[src/rtl/core/i2c_master_bit_engine_top_assert.svh]
// Assertion macros shared by the I2C master bit engine RTL.
// Checks compile away when SYNTHESIS is defined; needs clk and rst_n in scope.
`ifndef I2C_MASTER_BIT_ENGINE_TOP_ASSERT_SVH
`define I2C_MASTER_BIT_ENGINE_TOP_ASSERT_SVH

`ifndef SYNTHESIS
`define I2CM_ASSERT(lbl, prop, msg) \
    lbl: assert property (@(posedge clk) disable iff (!rst_n) prop) else $error(msg);
`define I2CM_ASSERT_NEVER(lbl, cond, msg) \
    lbl: assert property (@(posedge clk) disable iff (!rst_n) !(cond)) else $error(msg);
`else
`define I2CM_ASSERT(lbl, prop, msg)
`define I2CM_ASSERT_NEVER(lbl, cond, msg)
`endif

`endif

[src/rtl/core/i2cm_pkg.sv]
// Shared types and constants for the I2C master bit engine.
// No dependencies; used by the channel interfaces and the top level.
package i2cm_pkg;

    // command codes carried in the mode field
    localparam logic [2:0] CMD_IDLE    = 3'd0;
    localparam logic [2:0] CMD_START   = 3'd1;
    localparam logic [2:0] CMD_STOP    = 3'd2;
    localparam logic [2:0] CMD_WRITE   = 3'd3;
    localparam logic [2:0] CMD_READ    = 3'd4;
    localparam logic [2:0] CMD_ACK     = 3'd5;
    localparam logic [2:0] CMD_NACK    = 3'd6;
    localparam logic [2:0] CMD_WAITACK = 3'd7;

    // configuration register indexes
    localparam logic REG_HALF_PERIOD = 1'b0;
    localparam logic REG_ACK_WAIT    = 1'b1;

    localparam logic [15:0] HALF_PERIOD_RST = 16'd50;
    localparam logic [7:0]  ACK_WAIT_RST    = 8'd255;

    localparam logic [3:0] BYTE_BITS = 4'd8;
    localparam logic [3:0] LAST_BIT  = 4'd7;
    localparam logic [1:0] POLL_STEP = 2'd2;

    typedef struct packed {
        logic [2:0] mode;
        logic [7:0] tx_byte;
        logic       sda_in;
    } in_word_t;

    typedef struct packed {
        logic       scl_out;
        logic       sda_out;
        logic       busy_res;
        logic       done_res;
        logic [7:0] rx_byte;
        logic       ack_received;
        logic       ack_timeout;
    } out_word_t;

    typedef struct packed {
        logic        index;
        logic [15:0] value;
    } cfg_word_t;

endpackage

[src/rtl/core/i2cm_intf.sv]
// Valid/ready channel interfaces for the I2C master bit engine.
// Depends on i2cm_pkg for the word types.
interface i2cm_in_if;
    import i2cm_pkg::*;
    logic     valid;
    logic     ready;
    in_word_t data;
    modport source (output valid, output data, input ready);
    modport sink (input valid, input data, output ready);
endinterface

interface i2cm_out_if;
    import i2cm_pkg::*;
    logic      valid;
    logic      ready;
    out_word_t data;
    modport source (output valid, output data, input ready);
    modport sink (input valid, input data, output ready);
endinterface

interface i2cm_cfg_if;
    import i2cm_pkg::*;
    logic      valid;
    logic      ready;
    cfg_word_t data;
    modport source (output valid, output data, input ready);
    modport sink (input valid, input data, output ready);
endinterface

[src/rtl/core/i2c_master_bit_engine_top.sv]
// I2C master bit engine: tick-driven SCL/SDA sequencer with result register.
// Depends on i2cm_pkg, the channel interfaces and the assertion macro header.
//
//  channel | dir | word        | meaning
//  --------+-----+-------------+-------------------------------------------
//  in_ch   | in  | in_word_t   | one tick: mode, tx_byte, sampled sda_in
//  out_ch  | out | out_word_t  | line drives and status after that tick
//  cfg_ch  | in  | cfg_word_t  | register write: 0 half period, 1 ack wait
//
// One word per clock while the sink keeps taking results: the sequencer state steps
// once per accepted tick and the result lands in the output register in the next cycle.
// in_ch.ready is high whenever the output register is empty or being taken,
// so a stalled sink holds back only the next tick, never the one in flight.
// cfg_ch.ready is always high; a write takes effect from the next tick.
// Reset: lines released, idle, half period 50, ack wait 255, flags cleared.

`include "i2c_master_bit_engine_top_assert.svh"

module i2c_master_bit_engine_top (
    input  logic       clk,
    input  logic       rst_n,
    i2cm_in_if.sink    in_ch,
    i2cm_out_if.source out_ch,
    i2cm_cfg_if.sink   cfg_ch
);
    import i2cm_pkg::*;

    // configuration
    logic [15:0] half_reg;
    logic [7:0]  ackw_reg;

    // sequencer state
    logic [2:0]  cmd_reg,   cmd_next;
    logic [1:0]  step_reg,  step_next;
    logic [3:0]  bit_reg,   bit_next;
    logic [15:0] ticks_reg, ticks_next;
    logic [7:0]  poll_reg,  poll_next;
    logic [7:0]  shift_reg, shift_next;
    logic        scl_reg,   scl_next;
    logic        sda_reg,   sda_next;
    logic [1:0]  ack_reg,   ack_next;
    logic [7:0]  rx_reg,    rx_next;

    // result register
    logic        out_valid_reg;
    out_word_t   out_data_reg, out_data_next;

    logic        in_acc;
    logic        busy_now;
    logic        done_now;
    logic [15:0] hold;
    logic [7:0]  limit;

    assign in_ch.ready   = !out_valid_reg || out_ch.ready;
    assign in_acc        = in_ch.valid && in_ch.ready;
    assign cfg_ch.ready  = 1'b1;
    assign out_ch.valid  = out_valid_reg;
    assign out_ch.data   = out_data_reg;

    // zero registers behave as one
    assign hold  = (half_reg == 16'd0) ? 16'd1 : half_reg;
    assign limit = (ackw_reg == 8'd0) ? 8'd1 : ackw_reg;

    always_comb
    begin
        logic        start;
        logic        adv;
        logic        fin;
        logic [16:0] ticks_inc;
        logic [7:0]  poll_inc;

        start     = (cmd_reg == CMD_IDLE) && (in_ch.data.mode != CMD_IDLE);
        adv       = 1'b0;
        fin       = 1'b0;
        busy_now  = 1'b0;
        done_now  = 1'b0;
        ticks_inc = 17'd0;
        poll_inc  = 8'd0;

        cmd_next   = cmd_reg;
        step_next  = step_reg;
        bit_next   = bit_reg;
        ticks_next = ticks_reg;
        poll_next  = poll_reg;
        shift_next = shift_reg;
        scl_next   = scl_reg;
        sda_next   = sda_reg;
        ack_next   = ack_reg;
        rx_next    = rx_reg;

        // command launch, only from idle
        if (start)
        begin
            cmd_next   = in_ch.data.mode;
            step_next  = 2'd0;
            bit_next   = 4'd0;
            ticks_next = 16'd0;
            poll_next  = 8'd0;
            if (in_ch.data.mode == CMD_WRITE)
            begin
                shift_next = in_ch.data.tx_byte;
            end
            else if (in_ch.data.mode == CMD_READ)
            begin
                shift_next = 8'd0;
            end
            if (in_ch.data.mode == CMD_WAITACK)
            begin
                ack_next = 2'b00;
            end
        end

        if (cmd_next != CMD_IDLE)
        begin
            busy_now = 1'b1;
            if ((cmd_next == CMD_WAITACK) && (step_next == POLL_STEP))
            begin
                // untimed poll for a low acknowledge
                if (!in_ch.data.sda_in)
                begin
                    ack_next = 2'b01;
                    adv      = 1'b1;
                end
                else
                begin
                    poll_inc  = poll_next + 8'd1;
                    poll_next = poll_inc;
                    if (poll_inc >= limit)
                    begin
                        ack_next = 2'b10;
                        adv      = 1'b1;
                    end
                end
            end
            else
            begin
                // line drives change on the first tick of each phase
                if (ticks_next == 16'd0)
                begin
                    case (cmd_next)
                        CMD_START:
                        begin
                            if (step_next == 2'd0)      sda_next = 1'b1;
                            else if (step_next == 2'd1) scl_next = 1'b1;
                            else                        sda_next = 1'b0;
                        end
                        CMD_STOP:
                        begin
                            if (step_next == 2'd0)      sda_next = 1'b0;
                            else if (step_next == 2'd1) scl_next = 1'b1;
                            else                        sda_next = 1'b1;
                        end
                        CMD_ACK:
                        begin
                            if (step_next == 2'd0)
                            begin
                                scl_next = 1'b0;
                                sda_next = 1'b0;
                            end
                            else if (step_next == 2'd1)
                            begin
                                scl_next = 1'b1;
                            end
                            else
                            begin
                                scl_next = 1'b0;
                                sda_next = 1'b1;
                            end
                        end
                        CMD_NACK:
                        begin
                            if (step_next == 2'd0)
                            begin
                                scl_next = 1'b0;
                                sda_next = 1'b1;
                            end
                            else if (step_next == 2'd1)
                            begin
                                scl_next = 1'b1;
                            end
                            else
                            begin
                                scl_next = 1'b0;
                            end
                        end
                        CMD_WRITE:
                        begin
                            if (bit_next < BYTE_BITS)
                            begin
                                if (step_next == 2'd0)
                                    scl_next = 1'b0;
                                else if (step_next == 2'd1)
                                    sda_next = shift_next[3'd7 - bit_next[2:0]];
                                else
                                    scl_next = 1'b1;
                            end
                            else
                            begin
                                // release SDA for the slave acknowledge
                                if (step_next == 2'd0) scl_next = 1'b0;
                                else                   sda_next = 1'b1;
                            end
                        end
                        CMD_READ:
                        begin
                            if (step_next == 2'd0)
                            begin
                                scl_next = 1'b0;
                            end
                            else if (step_next == 2'd1)
                            begin
                                sda_next = 1'b1;
                                scl_next = 1'b1;
                            end
                            else
                            begin
                                scl_next = 1'b0;
                            end
                        end
                        CMD_WAITACK:
                        begin
                            if (step_next == 2'd0)      sda_next = 1'b1;
                            else if (step_next == 2'd1) scl_next = 1'b1;
                            else if (step_next == 2'd3) scl_next = 1'b0;
                        end
                        default:
                        begin
                        end
                    endcase
                end
                ticks_inc  = {1'b0, ticks_next} + 17'd1;
                ticks_next = ticks_inc[15:0];
                adv        = (ticks_inc >= {1'b0, hold});
            end

            // phase advance
            if (adv)
            begin
                ticks_next = 16'd0;
                case (cmd_next)
                    CMD_START, CMD_STOP, CMD_ACK, CMD_NACK:
                    begin
                        if (step_next >= 2'd2) fin = 1'b1;
                        else                   step_next = step_next + 2'd1;
                    end
                    CMD_WRITE:
                    begin
                        if (bit_next < BYTE_BITS)
                        begin
                            if (step_next >= 2'd2)
                            begin
                                bit_next  = bit_next + 4'd1;
                                step_next = 2'd0;
                            end
                            else
                            begin
                                step_next = step_next + 2'd1;
                            end
                        end
                        else if (step_next >= 2'd1)
                        begin
                            fin = 1'b1;
                        end
                        else
                        begin
                            step_next = step_next + 2'd1;
                        end
                    end
                    CMD_READ:
                    begin
                        if (step_next == 2'd0)
                        begin
                            step_next = 2'd1;
                        end
                        else if (step_next == 2'd1)
                        begin
                            // sample at the end of the SCL high phase
                            shift_next = {shift_next[6:0], in_ch.data.sda_in};
                            step_next  = 2'd2;
                        end
                        else if (bit_next >= LAST_BIT)
                        begin
                            rx_next = shift_next;
                            fin     = 1'b1;
                        end
                        else
                        begin
                            bit_next  = bit_next + 4'd1;
                            step_next = 2'd1;
                        end
                    end
                    CMD_WAITACK:
                    begin
                        if (step_next == 2'd0)
                        begin
                            step_next = 2'd1;
                        end
                        else if (step_next == 2'd1)
                        begin
                            step_next = POLL_STEP;
                            poll_next = 8'd0;
                        end
                        else if (step_next == POLL_STEP)
                        begin
                            step_next = 2'd3;
                        end
                        else
                        begin
                            fin = 1'b1;
                        end
                    end
                    default:
                    begin
                        fin = 1'b1;
                    end
                endcase
            end

            if (fin)
            begin
                done_now   = 1'b1;
                cmd_next   = CMD_IDLE;
                step_next  = 2'd0;
                bit_next   = 4'd0;
                ticks_next = 16'd0;
            end
        end

        out_data_next.scl_out      = scl_next;
        out_data_next.sda_out      = sda_next;
        out_data_next.busy_res     = busy_now;
        out_data_next.done_res     = done_now;
        out_data_next.rx_byte      = rx_next;
        out_data_next.ack_received = ack_next[0];
        out_data_next.ack_timeout  = ack_next[1];
    end

    always_ff @(posedge clk or negedge rst_n)
    begin
        if (!rst_n)
        begin
            half_reg      <= HALF_PERIOD_RST;
            ackw_reg      <= ACK_WAIT_RST;
            cmd_reg       <= CMD_IDLE;
            step_reg      <= 2'd0;
            bit_reg       <= 4'd0;
            ticks_reg     <= 16'd0;
            poll_reg      <= 8'd0;
            shift_reg     <= 8'd0;
            scl_reg       <= 1'b1;
            sda_reg       <= 1'b1;
            ack_reg       <= 2'b00;
            rx_reg        <= 8'd0;
            out_valid_reg <= 1'b0;
        end
        else
        begin
            if (cfg_ch.valid && cfg_ch.ready)
            begin
                case (cfg_ch.data.index)
                    REG_HALF_PERIOD: half_reg <= cfg_ch.data.value;
                    REG_ACK_WAIT:    ackw_reg <= cfg_ch.data.value[7:0];
                    default:         half_reg <= half_reg;
                endcase
            end
            if (in_acc)
            begin
                cmd_reg       <= cmd_next;
                step_reg      <= step_next;
                bit_reg       <= bit_next;
                ticks_reg     <= ticks_next;
                poll_reg      <= poll_next;
                shift_reg     <= shift_next;
                scl_reg       <= scl_next;
                sda_reg       <= sda_next;
                ack_reg       <= ack_next;
                rx_reg        <= rx_next;
                out_valid_reg <= 1'b1;
            end
            else if (out_ch.ready)
            begin
                out_valid_reg <= 1'b0;
            end
        end
    end

    // result payload needs no reset
    always_ff @(posedge clk)
    begin
        if (in_acc)
        begin
            out_data_reg <= out_data_next;
        end
    end

    `I2CM_ASSERT(a_idle_clean, (cmd_reg == CMD_IDLE) |-> (step_reg == 2'd0 && bit_reg == 4'd0 && ticks_reg == 16'd0), "idle with live phase state")
    `I2CM_ASSERT(a_done_to_idle, (in_acc && done_now) |=> (cmd_reg == CMD_IDLE), "command did not retire on done")
    `I2CM_ASSERT_NEVER(a_bit_range, (bit_reg > BYTE_BITS), "bit index past byte end")
    `I2CM_ASSERT(a_ack_flags, $onehot0(ack_reg), "ack and timeout both set")

endmodule

[src/flat_wrapper.sv]
// flat-port wrapper written by rule: the top's interface ports become plain ports
module i2c_master_bit_engine_top_flat import i2cm_pkg::*;
  (clk, rst_n, in_ch_valid, in_ch_data, in_ch_ready, out_ch_valid, out_ch_data, out_ch_ready, cfg_ch_valid, cfg_ch_data, cfg_ch_ready);
  i2cm_in_if in_ch_i ();
  i2cm_out_if out_ch_i ();
  i2cm_cfg_if cfg_ch_i ();
  input  logic clk;
  input  logic rst_n;
  input wire logic [$bits(in_ch_i.valid)-1:0] in_ch_valid;
  input wire logic [$bits(in_ch_i.data)-1:0] in_ch_data;
  output wire logic [$bits(in_ch_i.ready)-1:0] in_ch_ready;
  output wire logic [$bits(out_ch_i.valid)-1:0] out_ch_valid;
  output wire logic [$bits(out_ch_i.data)-1:0] out_ch_data;
  input wire logic [$bits(out_ch_i.ready)-1:0] out_ch_ready;
  input wire logic [$bits(cfg_ch_i.valid)-1:0] cfg_ch_valid;
  input wire logic [$bits(cfg_ch_i.data)-1:0] cfg_ch_data;
  output wire logic [$bits(cfg_ch_i.ready)-1:0] cfg_ch_ready;
  assign in_ch_i.valid = in_ch_valid;
  assign in_ch_i.data = in_ch_data;
  assign in_ch_ready = in_ch_i.ready;
  assign out_ch_valid = out_ch_i.valid;
  assign out_ch_data = out_ch_i.data;
  assign out_ch_i.ready = out_ch_ready;
  assign cfg_ch_i.valid = cfg_ch_valid;
  assign cfg_ch_i.data = cfg_ch_data;
  assign cfg_ch_ready = cfg_ch_i.ready;
  i2c_master_bit_engine_top u_core (.clk(clk), .rst_n(rst_n), .in_ch(in_ch_i), .out_ch(out_ch_i), .cfg_ch(cfg_ch_i));
endmodule
[config.mk]
export PLATFORM = sky130hd
export DESIGN_NAME = i2c_master_bit_engine_top_flat
export DESIGN_NICKNAME = d
export VERILOG_FILES = /design/src/rtl/core/i2cm_pkg.sv /design/src/rtl/core/i2cm_intf.sv /design/src/rtl/core/i2c_master_bit_engine_top.sv /design/src/flat_wrapper.sv
export VERILOG_INCLUDE_DIRS = /design/src /design/src/rtl/core
export SDC_FILE = /design/constraint.sdc
export NUM_CORES = 1
export LEC_CHECK = 0
export BUFFER_PORTS_ARGS = -buffer_cell sky130_fd_sc_hd__buf_2
export CAP_MARGIN = 20
export CORE_UTILIZATION = 61
export CTS_CLUSTER_SIZE = 25
export DETAILED_ROUTE_END_ITERATION = 6
export GPL_TIMING_DRIVEN = 0
export PLACE_DENSITY_LB_ADDON = 0.12
export SYNTH_ARGS = -nofsm -noshare
export SYNTH_HDL_FRONTEND = slang
export SYNTH_SLANG_ARGS = --single-unit
export TNS_END_PERCENT = 1
[constraint.sdc]
create_clock -name clk -period 5.8 [get_ports clk]
set_input_delay 0.58 -clock clk [delete_from_list [all_inputs] [get_ports clk]]
set_output_delay 0.58 -clock clk [all_outputs]
set_load 0.05 [all_outputs]
==> impl_results.md, run 1 <==
* CP Data Required Time at 6.03 ns
* Net switching power at 1.23 mW
* Detailed-router iteration count before antenna repair at 5
* Dpl cells at 859
* Hold-fix buffers, CTS at 0
* Yosys reg bits at 92
* Synth Area in Compound Gates at 20.0%
* DR vias at 5525
* Area grow syn2layout at 10.6%
* Global Route met3 Usage at 4.83%
* Number of antenna diodes at 0
* CP Cell Sequence: buf_2 -> buf_2 -> or3_1 -> nand2_1 -> clkbuf_4 -> clkbuf_2 -> and2_1 -> ha_1 -> nand4_4 -> or3_1 -> xor2_1 -> ha_1 -> nand4_1 -> nor3_1 -> o311ai_0 -> nand3_1 -> nor2_1 -> o31ai_4 -> o21ai_0
* Sequential area share after synthesis at 39.4%
* Final Cycle Share at 93.8%
* Combinational Power Share at 50.9%
* Leakage at 2.91 nW
* Layout cell share with drive strength beyond 1 at 18.1%
* Final Critical Period at 5.44 ns
* Largest net degree at the start of global routing at 49
* Cell row count at 36
* Grt met2 use at 55.7%
* GRT Util Overall at 32.9%
* Vias per cell at 6.32
* CTS clk-pin slew, worst paths at 0.10 ns
* Die Wd at 102 µm
* Switching share of power at 46.0%
* Worst EP arrival at 5.68 ns
* CTS tree: yes
* Outcome: completed
* Slowest cell on the critical path: o31ai_4
* Top FF cell, synth: dfrtp_1
* CP Launch Point: in_ch_data[10]
* RSZ-0062 raised after global routing: false
* CP max FO at 10
* Non-Filler Instances at 874
* Mapped cell area at 6060 µm²
* Die ar. at 10300 µm²
* Tot Pwr at 2.67 mW
* H-Tree Level Count at 3
* Dpl ws at -0.582 ns
* Largest family of logic cells by synthesized area: simple AND/OR/NAND/NOR gates
* Multiplexer share of the synthesized area at 5.37%
* Setup Viol. Count Final at 0
* Crit Reg-Reg Startpoint: u_core.cmd_reg[2]
* Setup TNS at 0 ns
* Max Cap Viol at 0
* Pwr Density at 399 nW/µm²
* Critical Path Sink Type: flip-flop
* Critical Path Max Stage Delay at 0.41 ns
* Initial antenna violation count at 0
* Fillers at 820
* TritonCTS buffer count at 9
* Clock root buffer: clkbuf_8
* Syn_area_per_cell at 8.96 µm²
* Most common cell after layout, fill and taps aside: nand2_1
* Ranking of synthesized cells by area: dfrtp_1, edfxtp_1, ha_1
* Setup bufs post-CTS at 0
* Most frequent cells in the layout: nand2_1, dfrtp_1, o21ai_0, buf_2, nor2_1
* Post-Synth Adder-Cell Area at 5.78%
* Hold_ws at 0.130 ns
* Cell-internal power at 1.44 mW
* Initial cell density of the core at 62.6%
* Mapped Cells at 676
* Max clock buf depth at 2
* Share of the synthesized area in the top cell type at 26.8%
* Met1 Use GR at 41.0%
* Layer with the highest usage: met2
* Count of cell types in the netlist at 79
* Global-route wire length before repair at 25900 µm
* Area leader, netlist: dfrtp_1
* Slew Viols, Final at 0
* Final ANT Viol Nets at 0
* Worst slew pin tran at 0.667 ns
* XOR/XNOR share of the synthesized area at 2.89%
* Chip height at 102 µm
* Post-synth ARST share at 84.8%
* Worst r2r dst: u_core.poll_reg[6]
* Syn_nets at 738
* Worst skew pair latency at 0.38 ns
* Initial DRC Count at 434
* Drt drc at 0
* Post-synth EDFFs at 14
* Seq pwr share at 33.9%
* CP delay by family, top: simple AND/OR/NAND/NOR gates
* Nets at 798
* Slew HR at 55.2%
* Yosys Warn Count at 0
* Total grt overflow at 0
* Reg-to-reg slack, setup at 0.42 ns
* CORE AREA at 9680 µm²
* Port Buffers at 48
* Crit Path Class: in2reg
* Mean routed wirelength per cell at 18.3 µm
* Clk pwr share at 15.2%
* Placer Congestion at 0.937
* Worst setup margin at 0.357 ns
* WP buf/inv at 4
* Clk sink count at 92
* IR drop worst, VDD at 0.199 mV
* Fmax at 184 MHz
* Detailed Route WL at 16000 µm
* Crit start category: input port
* Reg2reg path depth at 17
* IO Pins at 51
* Synth Area in Simple Gates at 21.4%
* HPWL Detailed at 12000 µm
* Clk_skew at 0.0144 ns
* Final hold vios at 0
* Min-delay worst type: in2async
* Vias in the first global route at 5251
[cell families after synthesis]
kind of cell	after synthesis
AO/OA/AOI/OAI	178
XOR/XNOR	20
adder cells (fa/ha/maj)	28
buffers and inverters	75
flip-flops	92
multiplexers	29
other	1
AND/OR/NAND/NOR	253
[how the worst max path moves through the flow]
| stage | slack [ns] | depth (start not counted) | endpoint |
|---|---|---|---|
| floorplan | 0.96 | 18 | u_core.bit_reg[0] |
| global placement | -0.46 | 19 | u_core.poll_reg[4] |
| detailed placement | -0.58 | 19 | u_core.poll_reg[6] |
| CTS | 0.15 | 18 | u_core.poll_reg[6] |
| global route | 0.04 | 19 | u_core.shift_reg[4] |
| finish | 0.36 | 19 | u_core.poll_reg[6] |
[area by class of cell]
class | instances | area [µm²] | share of cell area, %
well taps | 133 | 166 | 2.48
multi-input cells | 509 | 3380 | 50.4
inverters | 42 | 158 | 2.35
clock buffers | 10 | 128 | 1.90
flip-flops and latches | 92 | 2390 | 35.6
repair buffers | 50 | 285 | 4.26
clock inverters | 6 | 47.5 | 0.710
plain buffers | 32 | 149 | 2.22
[repair_timing]
action | 4_1_cts | 5_1_grt
pin swaps | 0 | 1
gates resized for setup | 3 | 3
setup endpoints to repair | 26 | 58
[power groups by stage]
stage	Clock (mW)	Combinational [mW]	Sequential, mW
final	0.405	1.36	0.906
after CTS	0.410	1.35	0.893
after global placement	0	1.30	0.899
after global routing	0.429	1.50	0.926
after floorplan	0	0.950	0.925
after detailed placement	0	1.33	0.905
[synthesized netlist by cell type, types with 6 or more instances]
cell type   n
a22oi_1     7
o221ai_1    7
o21ai_0    55
nor3_1     15
edfxtp_1   14
nand2_1    85
a21oi_1    27
ha_1       28
and3_1      7
xor2_1     10
nand4_1    11
mux2_2     26
a31oi_1     7
o31ai_1     6
nor4_1     13
nand3_1    25
nor2_1     49
dfrtp_1    65
o211ai_1    8
nand2b_1    6
a22o_1     13
buf_2       7
clkbuf_1   21
o22ai_1     6
dfstp_2    13
and2_1      9
inv_1      42
xnor2_1    10
[worst register-to-register path, cell delays in order (launching register included)]
cell and delay [ns]:
dfrtp_1 0.65, nor3_2 0.16, nand2_1 0.32, clkbuf_4 0.33, clkbuf_2 0.28, and2_1 0.20
ha_1 0.32, nand4_4 0.18, or3_1 0.40, xor2_1 0.19, ha_1 0.29, nand4_1 0.14
nor3_1 0.37, o311ai_0 0.24, nand3_1 0.32, nor2_1 0.24, o31ai_4 0.42, o21ai_0 0.19
[metal layers]
metal,vias up,wire (µm)
li1,2599,-
met1,2655,6720
met2,220,7790
met3,51,890
met4,0,607
met5,-,0
[stage by stage]
stage | area [µm²] | utilization (%)
floorplan | 6060 | -
global placement | 6460 | 66.8
detailed placement | 6510 | 67.2
CTS | 6700 | 69.1
global route | 6700 | 69.2
finish | 6700 | 69.2
Power figures use the tool's default switching activity.
==> inputs of run 2 (changes only) <==
--- a/config.mk
+++ b/config.mk
@@ -11,7 +11,6 @@
 export CORE_UTILIZATION = 61
 export CTS_CLUSTER_SIZE = 25
 export DETAILED_ROUTE_END_ITERATION = 6
-export GPL_TIMING_DRIVEN = 0
 export PLACE_DENSITY_LB_ADDON = 0.12
 export SYNTH_ARGS = -nofsm -noshare
 export SYNTH_HDL_FRONTEND = slang
==> run 2 against run 1 <==
  * Count of clock-buffer cells in the layout decreased by 1
  * Critical path depth decreased by 2
  * Largest power group unchanged
  * Register-to-register slack improved by 0.54 ns
  * Total power shrank 0.15%
  * Largest cell class unchanged
  * Global-route usage shrank 1.9 points
  * Maximum frequency grew 12%
  * Die area did not move
  * Clock skew decreased by 0.0014 ns
  * Critical endpoint is now u_core.bit_reg[0]
  * Highest routed layer unchanged
  * Core utilization is 1.3 points lower
  * Worst hold slack improved by 0.20 ns
  * Sequential cell count unchanged
==> impl_results.md, run 2 (synthesis results as in run 1) <==
* Fmax at 206 MHz
* Clk_skew at 0.0130 ns
* Layout Cell Area excl Fill at 6570 µm²
* Initial DRC Count at 371
* Clk sink count at 92
* Met1 WL at 6240 µm
* Cell row count at 36
* CP Launch Point: u_core.cmd_reg[1]
* WP buf/inv at 1
* Slew Viols, Final at 0
* Fillers at 774
* Area occupied by multi-input gates at 3360 µm²
* Dpl ws at 0.904 ns
* Final Cycle Share at 83.5%
* Critical Path Max Stage Delay at 0.64 ns
* Max Cap Viol at 0
* CP max FO at 24
* Largest net degree at the start of global routing at 79
* Wire length on met3 at 963 µm
* CP Cell Sequence: nor3_1 -> nand2_1 -> buf_4 -> and2_1 -> ha_1 -> and3_1 -> nand3_1 -> xor2_1 -> nor2_1 -> ha_1 -> nand2_1 -> nor4_1 -> a21oi_1 -> nand3_1 -> o21ai_2 -> or3_1 -> a221o_1
* Final Critical Period at 4.84 ns
* TritonCTS buffer count at 9
* Nets at 771
* Hold-fix buffers, CTS at 0
* IR drop worst, VDD at 0.207 mV
* H-Tree Level Count at 3
* Die Wd at 102 µm
* Most common cell after layout, fill and taps aside: nand2_1
* Initial antenna violation count at 0
* Vias per cell at 6.36
* Top sig layer: met4
* DP Area at 6370 µm²
* Setup Viol. Count Final at 0
* Clock root buffer: clkbuf_8
* CORE AREA at 9680 µm²
* Port Buffers at 49
* Met2 WL at 7230 µm
* Leakage at 2.87 nW
* GRT Util Overall at 31.0%
* Most frequent cells in the layout: nand2_1, dfrtp_1, o21ai_0, nor2_1, buf_2
* Slowest cell on the critical path: nor3_1
* Initial cell density of the core at 62.6%
* Final Util at 67.9%
* Tot Pwr at 2.67 mW
* Worst r2r dst: u_core.bit_reg[0]
* Reg-to-reg slack, setup at 0.96 ns
* HPWL Detailed at 11000 µm
* Worst EP arrival at 5.13 ns
* Global-route wire length before repair at 24700 µm
* Area grow syn2layout at 8.49%
* Total grt overflow at 0
* Detailed Route WL at 15000 µm
* Placer Congestion at 0.963
* Final hold vios at 0
* Min-delay worst type: in2async
* Layout cell share with drive strength beyond 1 at 17.9%
* Reg2reg path depth at 17
* CTS clk-pin slew, worst paths at 0.11 ns
* Crit start category: flip-flop
* Number of antenna diodes at 0
* Max clock buf depth at 2
* Setup TNS at 0 ns
* Chip height at 102 µm
* Critical Path End: u_core.bit_reg[0]
* CTS tree: yes
* Crit. path cell count at 17
* Post-CTS sizing at 0
* Worst setup margin at 0.956 ns
* IO Pins at 51
* Final ANT Viol Nets at 0
* Slew HR at 34.3%
* RSZ-0062 raised after global routing: false
* Crit Path Class: reg2reg
* CP Data Required Time at 6.08 ns
* Detailed-router iteration count before antenna repair at 6
* Setup bufs post-CTS at 0
* Die ar. at 10300 µm²
* CP delay by family, top: simple AND/OR/NAND/NOR gates
* Vias in the first global route at 5126
* Critical Path Sink Type: flip-flop
* Worst slew pin tran at 0.985 ns
* Worst skew pair latency at 0.39 ns
* Drt drc at 0
* Mean routed wirelength per cell at 17.7 µm
* Outcome: completed
* Sequential Area at 2390 µm²
* Crit Reg-Reg Startpoint: u_core.cmd_reg[1]
* Pwr Density at 406 nW/µm²
* DR vias at 5386
==> run 2: layout make-up <==
cell class                      count  share of cell area, %
Inverter                           42                   2.40
Clock buffer                        9                   1.88
Sequential cell                    92                   36.3
Tap cell                          133                   2.53
Timing Repair Buffer               55                   4.45
Clock inverter                      7                   1.20
Multi-Input combinational cell    509                   51.2
==> run 2: power breakdown <==
part	internal, mW	total, mW	switching (mW)
Combinational	0.476	1.29	0.815
Clock	0.171	0.445	0.274
Sequential	0.792	0.931	0.138
==> run 2: through the flow <==
step                instances  hold WS, ns
floorplan                 676        0.284
global route              847        0.399
finish                    847        0.330
global placement          831        0.458
detailed placement        831        0.479
CTS                       847        0.375
==> run 2: worst register-to-register path, delay by kind of cell (launching register included) <==
kind,cells,cell delay (ns)
XOR/XNOR,1,0.17
adder cells (fa/ha/maj),2,0.49
buffers and inverters,1,0.30
flip-flops,1,0.53
AO/OA/AOI/OAI,3,0.71
AND/OR/NAND/NOR,10,2.54
==> run 2: how the worst min path moves through the flow <==
stage	from	end	slack, ns	depth (start not counted)
2_1_floorplan	rst_n	u_core.ack_reg[0]	0.28	0
3_3_place_gp	u_core.ack_reg[0]	u_core.ack_reg[0]	0.46	2
3_5_place_dp	u_core.ack_reg[0]	u_core.ack_reg[0]	0.48	2
4_1_cts	rst_n	u_core.cmd_reg[2]	0.38	1
5_1_grt	cfg_ch_data[15]	u_core.half_reg[15]	0.40	3
6_report	rst_n	u_core.ticks_reg[13]	0.33	1
==> run 2: per-layer routing <==
layer / GRT usage [%] / vias to the layer above
li1: - / 2549
met1: 38.6 / 2543
met2: 51.5 / 247
met3: 6.28 / 47
met4: 15.4 / 0
met5: 0 / -
==> inputs of run 3 (changes only) <==
--- a/config.mk
+++ b/config.mk
@@ -6,9 +6,10 @@
 export SDC_FILE = /design/constraint.sdc
 export NUM_CORES = 1
 export LEC_CHECK = 0
+export ABC_AREA = 1
 export BUFFER_PORTS_ARGS = -buffer_cell sky130_fd_sc_hd__buf_2
 export CAP_MARGIN = 20
-export CORE_UTILIZATION = 61
+export CORE_UTILIZATION = 55
 export CTS_CLUSTER_SIZE = 25
 export DETAILED_ROUTE_END_ITERATION = 6
 export PLACE_DENSITY_LB_ADDON = 0.12
==> constraint.sdc (replaced) <==
create_clock -name clk -period 4.3 [get_ports clk]
set_input_delay 0.43 -clock clk [delete_from_list [all_inputs] [get_ports clk]]
set_output_delay 0.43 -clock clk [all_outputs]
set_load 0.05 [all_outputs]
==> run 3 against run 2 <==
  * Non-clock buffer count rose by 5
  * Largest power group unchanged
  * Maximum frequency rose by 23%
  * Critical path type unchanged
  * Die area rose by 14%
  * Highest routed layer unchanged
  * Total power rose by 59%
  * Sequential cell count did not move
==> impl_results.md, run 3 <==
* Syn_area_per_cell at 7.20 µm²
* Detailed Route WL at 14300 µm
* CP delay by family, top: simple AND/OR/NAND/NOR gates
* Initial cell density of the core at 57.1%
* Worst setup margin at 0.368 ns
* Mapped cell area at 6250 µm²
* Final hold vios at 0
* Final ANT Viol Nets at 0
* Post-synth EDFFs at 14
* Layout Cell Area excl Fill at 6990 µm²
* Dpl cells at 1044
* Slowest cell on the critical path: dfrtp_1
* Yosys reg bits at 92
* Final Util at 63.9%
* GRT Util Overall at 27.0%
* Global-route wire length before repair at 24600 µm
* Vias in the first global route at 5426
* Dpl ws at 0.112 ns
* Final Cycle Share at 91.5%
* Nets at 979
* Clk_skew at 0.00978 ns
* Synth cell count leaders: nand2_1, inv_1, o21ai_0, dfrtp_1, nor2_1
* Sequential area share after synthesis at 38.2%
* Ranking of synthesized cells by area: dfrtp_1, nand2_1, inv_1
* Clock root buffer: clkbuf_16
* DR vias at 5635
* Slew Viols, Final at 0
* Worst EP arrival at 4.18 ns
* Setup TNS at 0 ns
* Largest net degree at the start of global routing at 79
* Final Critical Period at 3.93 ns
* Setup Viol. Count Final at 0
* Yosys Warn Count at 0
* Most frequent cell after synthesis: nand2_1
* Post-synth ARST share at 84.8%
* Critical Path Max Stage Delay at 0.40 ns
* Detailed-router iteration count before antenna repair at 5
* Max clock buf depth at 2
* Syn_nets at 929
* Share of the synthesized area in the top cell type at 26.0%
* Vias per cell at 5.31
* Cell row count at 38
* Die Wd at 109 µm
* Pwr Density at 605 nW/µm²
* Worst skew pair latency at 0.37 ns
* H-Tree Level Count at 3
* CP max FO at 12
* CORE AREA at 10900 µm²
* Count of cell types in the netlist at 44
* Fmax at 254 MHz
* Worst path most repeated cell: nand2_1
* Initial DRC Count at 347
* Critical Path Sink Type: flip-flop
* Fillers at 985
* IO Pins at 51
* CTS clk-pin slew, worst paths at 0.07 ns
* CP Data Required Time at 4.55 ns
* Initial antenna violation count at 0
* IR drop worst, VDD at 0.406 mV
* Crit start category: flip-flop
* Area leader, netlist: dfrtp_1
* Crit Path Class: reg2reg
* Drt drc at 0
* Total grt overflow at 0
* Most frequent cells in the layout: nand2_1, inv_1, o21ai_0, dfrtp_1, nor2_1
* DP Area at 6650 µm²
* TritonCTS buffer count at 9
* Layout cell share with drive strength beyond 1 at 15.5%
* RSZ-0062 raised after global routing: false
* CTS tree: yes
* Hold_ws at 0.0183 ns
* WP buf/inv at 6
* Outcome: completed
* Placer Congestion at 0.962
* Slew HR at 34.3%
* Mapped Cells at 867
* Top FF cell, synth: dfrtp_1
* Chip height at 109 µm
* Non-Filler Instances at 1062
* Area grow syn2layout at 11.9%
* Worst slew pin tran at 0.975 ns
* Tot Pwr at 4.23 mW
* Clk sink count at 92
* Most common cell after layout, fill and taps aside: nand2_1
* Die ar. at 11800 µm²
* Max Cap Viol at 0
* Min-delay worst type: in2async
* Port Buffers at 49
* HPWL Detailed at 10700 µm
* Number of antenna diodes at 0
* Hold-fix buffers, CTS at 0
* Mean routed wirelength per cell at 13.5 µm
* Leakage at 3.70 nW
## run 3: cell count changes in the layout (fill, tap and decap cells not counted), moves of 11 or more
cell and change:
a22o_1 -13, o21ai_0 +25, nor2_1 +14, nand3_1 +25, nor3_1 -11, nand2_1 +147
inv_1 +104, mux2_2 -26
## run 3: cell type report
| class | count | area, µm² | share of cell area, % |
|---|---|---|---|
| inverter | 157 | 592 | 8.46 |
| tap | 140 | 175 | 2.51 |
| multi-input combinational | 597 | 3180 | 45.4 |
| clock inverter | 7 | 67.6 | 0.966 |
| sequential | 92 | 2390 | 34.2 |
| timing repair buffer | 60 | 368 | 5.26 |
| clock buffer | 9 | 225 | 3.22 |
## run 3: logic make-up (layout without fill, tap and decap cells)
family	Yosys count	count (layout)	synth area share (%)
xor+xnor	22	22	3.08
buf+inv	178	233	11.1
fa+ha+maj	28	28	5.61
flops	92	92	38.2
compound gates	148	148	13.2
simple gates	398	398	28.7
other cells	1	1	0.0600
## run 3: report_power, final
part	leakage (nW)	switching [mW]	internal (mW)
logic	2.46	1.42	0.705
registers	1.09	0.146	1.15
clock network	0.142	0.393	0.410
total	3.70	1.96	2.27
## run 3: path summary, 6_finish.rpt
path                                   startpoint  cells past startpoint                  end  slack (ns)
worst max-delay path            u_core.cmd_reg[0]                     25  u_core.shift_reg[2]        0.37
worst min-delay path                        rst_n                      1    u_core.bit_reg[3]        0.02
worst max register to register  u_core.cmd_reg[0]                     25  u_core.shift_reg[2]        0.37
worst min register to register  u_core.ack_reg[1]                      2    u_core.ack_reg[1]        0.48
max in group asynchronous                   rst_n                      2   u_core.ackw_reg[1]        3.63
min in group clk                  cfg_ch_data[10]                      3  u_core.half_reg[10]        0.31
## run 3: per-layer routing
layer  share of wire, %  track usage (%)  vias to the layer above
met3                6.3             5.91                       30
met1                 43             33.2                     2560
met5                  0                0                        -
li1                   -                -                     2866
met2                 47             45.3                      179
met4                2.8             11.6                        0
## run 3: repair_timing
action	4_1_cts	5_1_grt
endpoints found under the setup margin	0	23
gates resized for setup	0	6
setup buffers	0	1
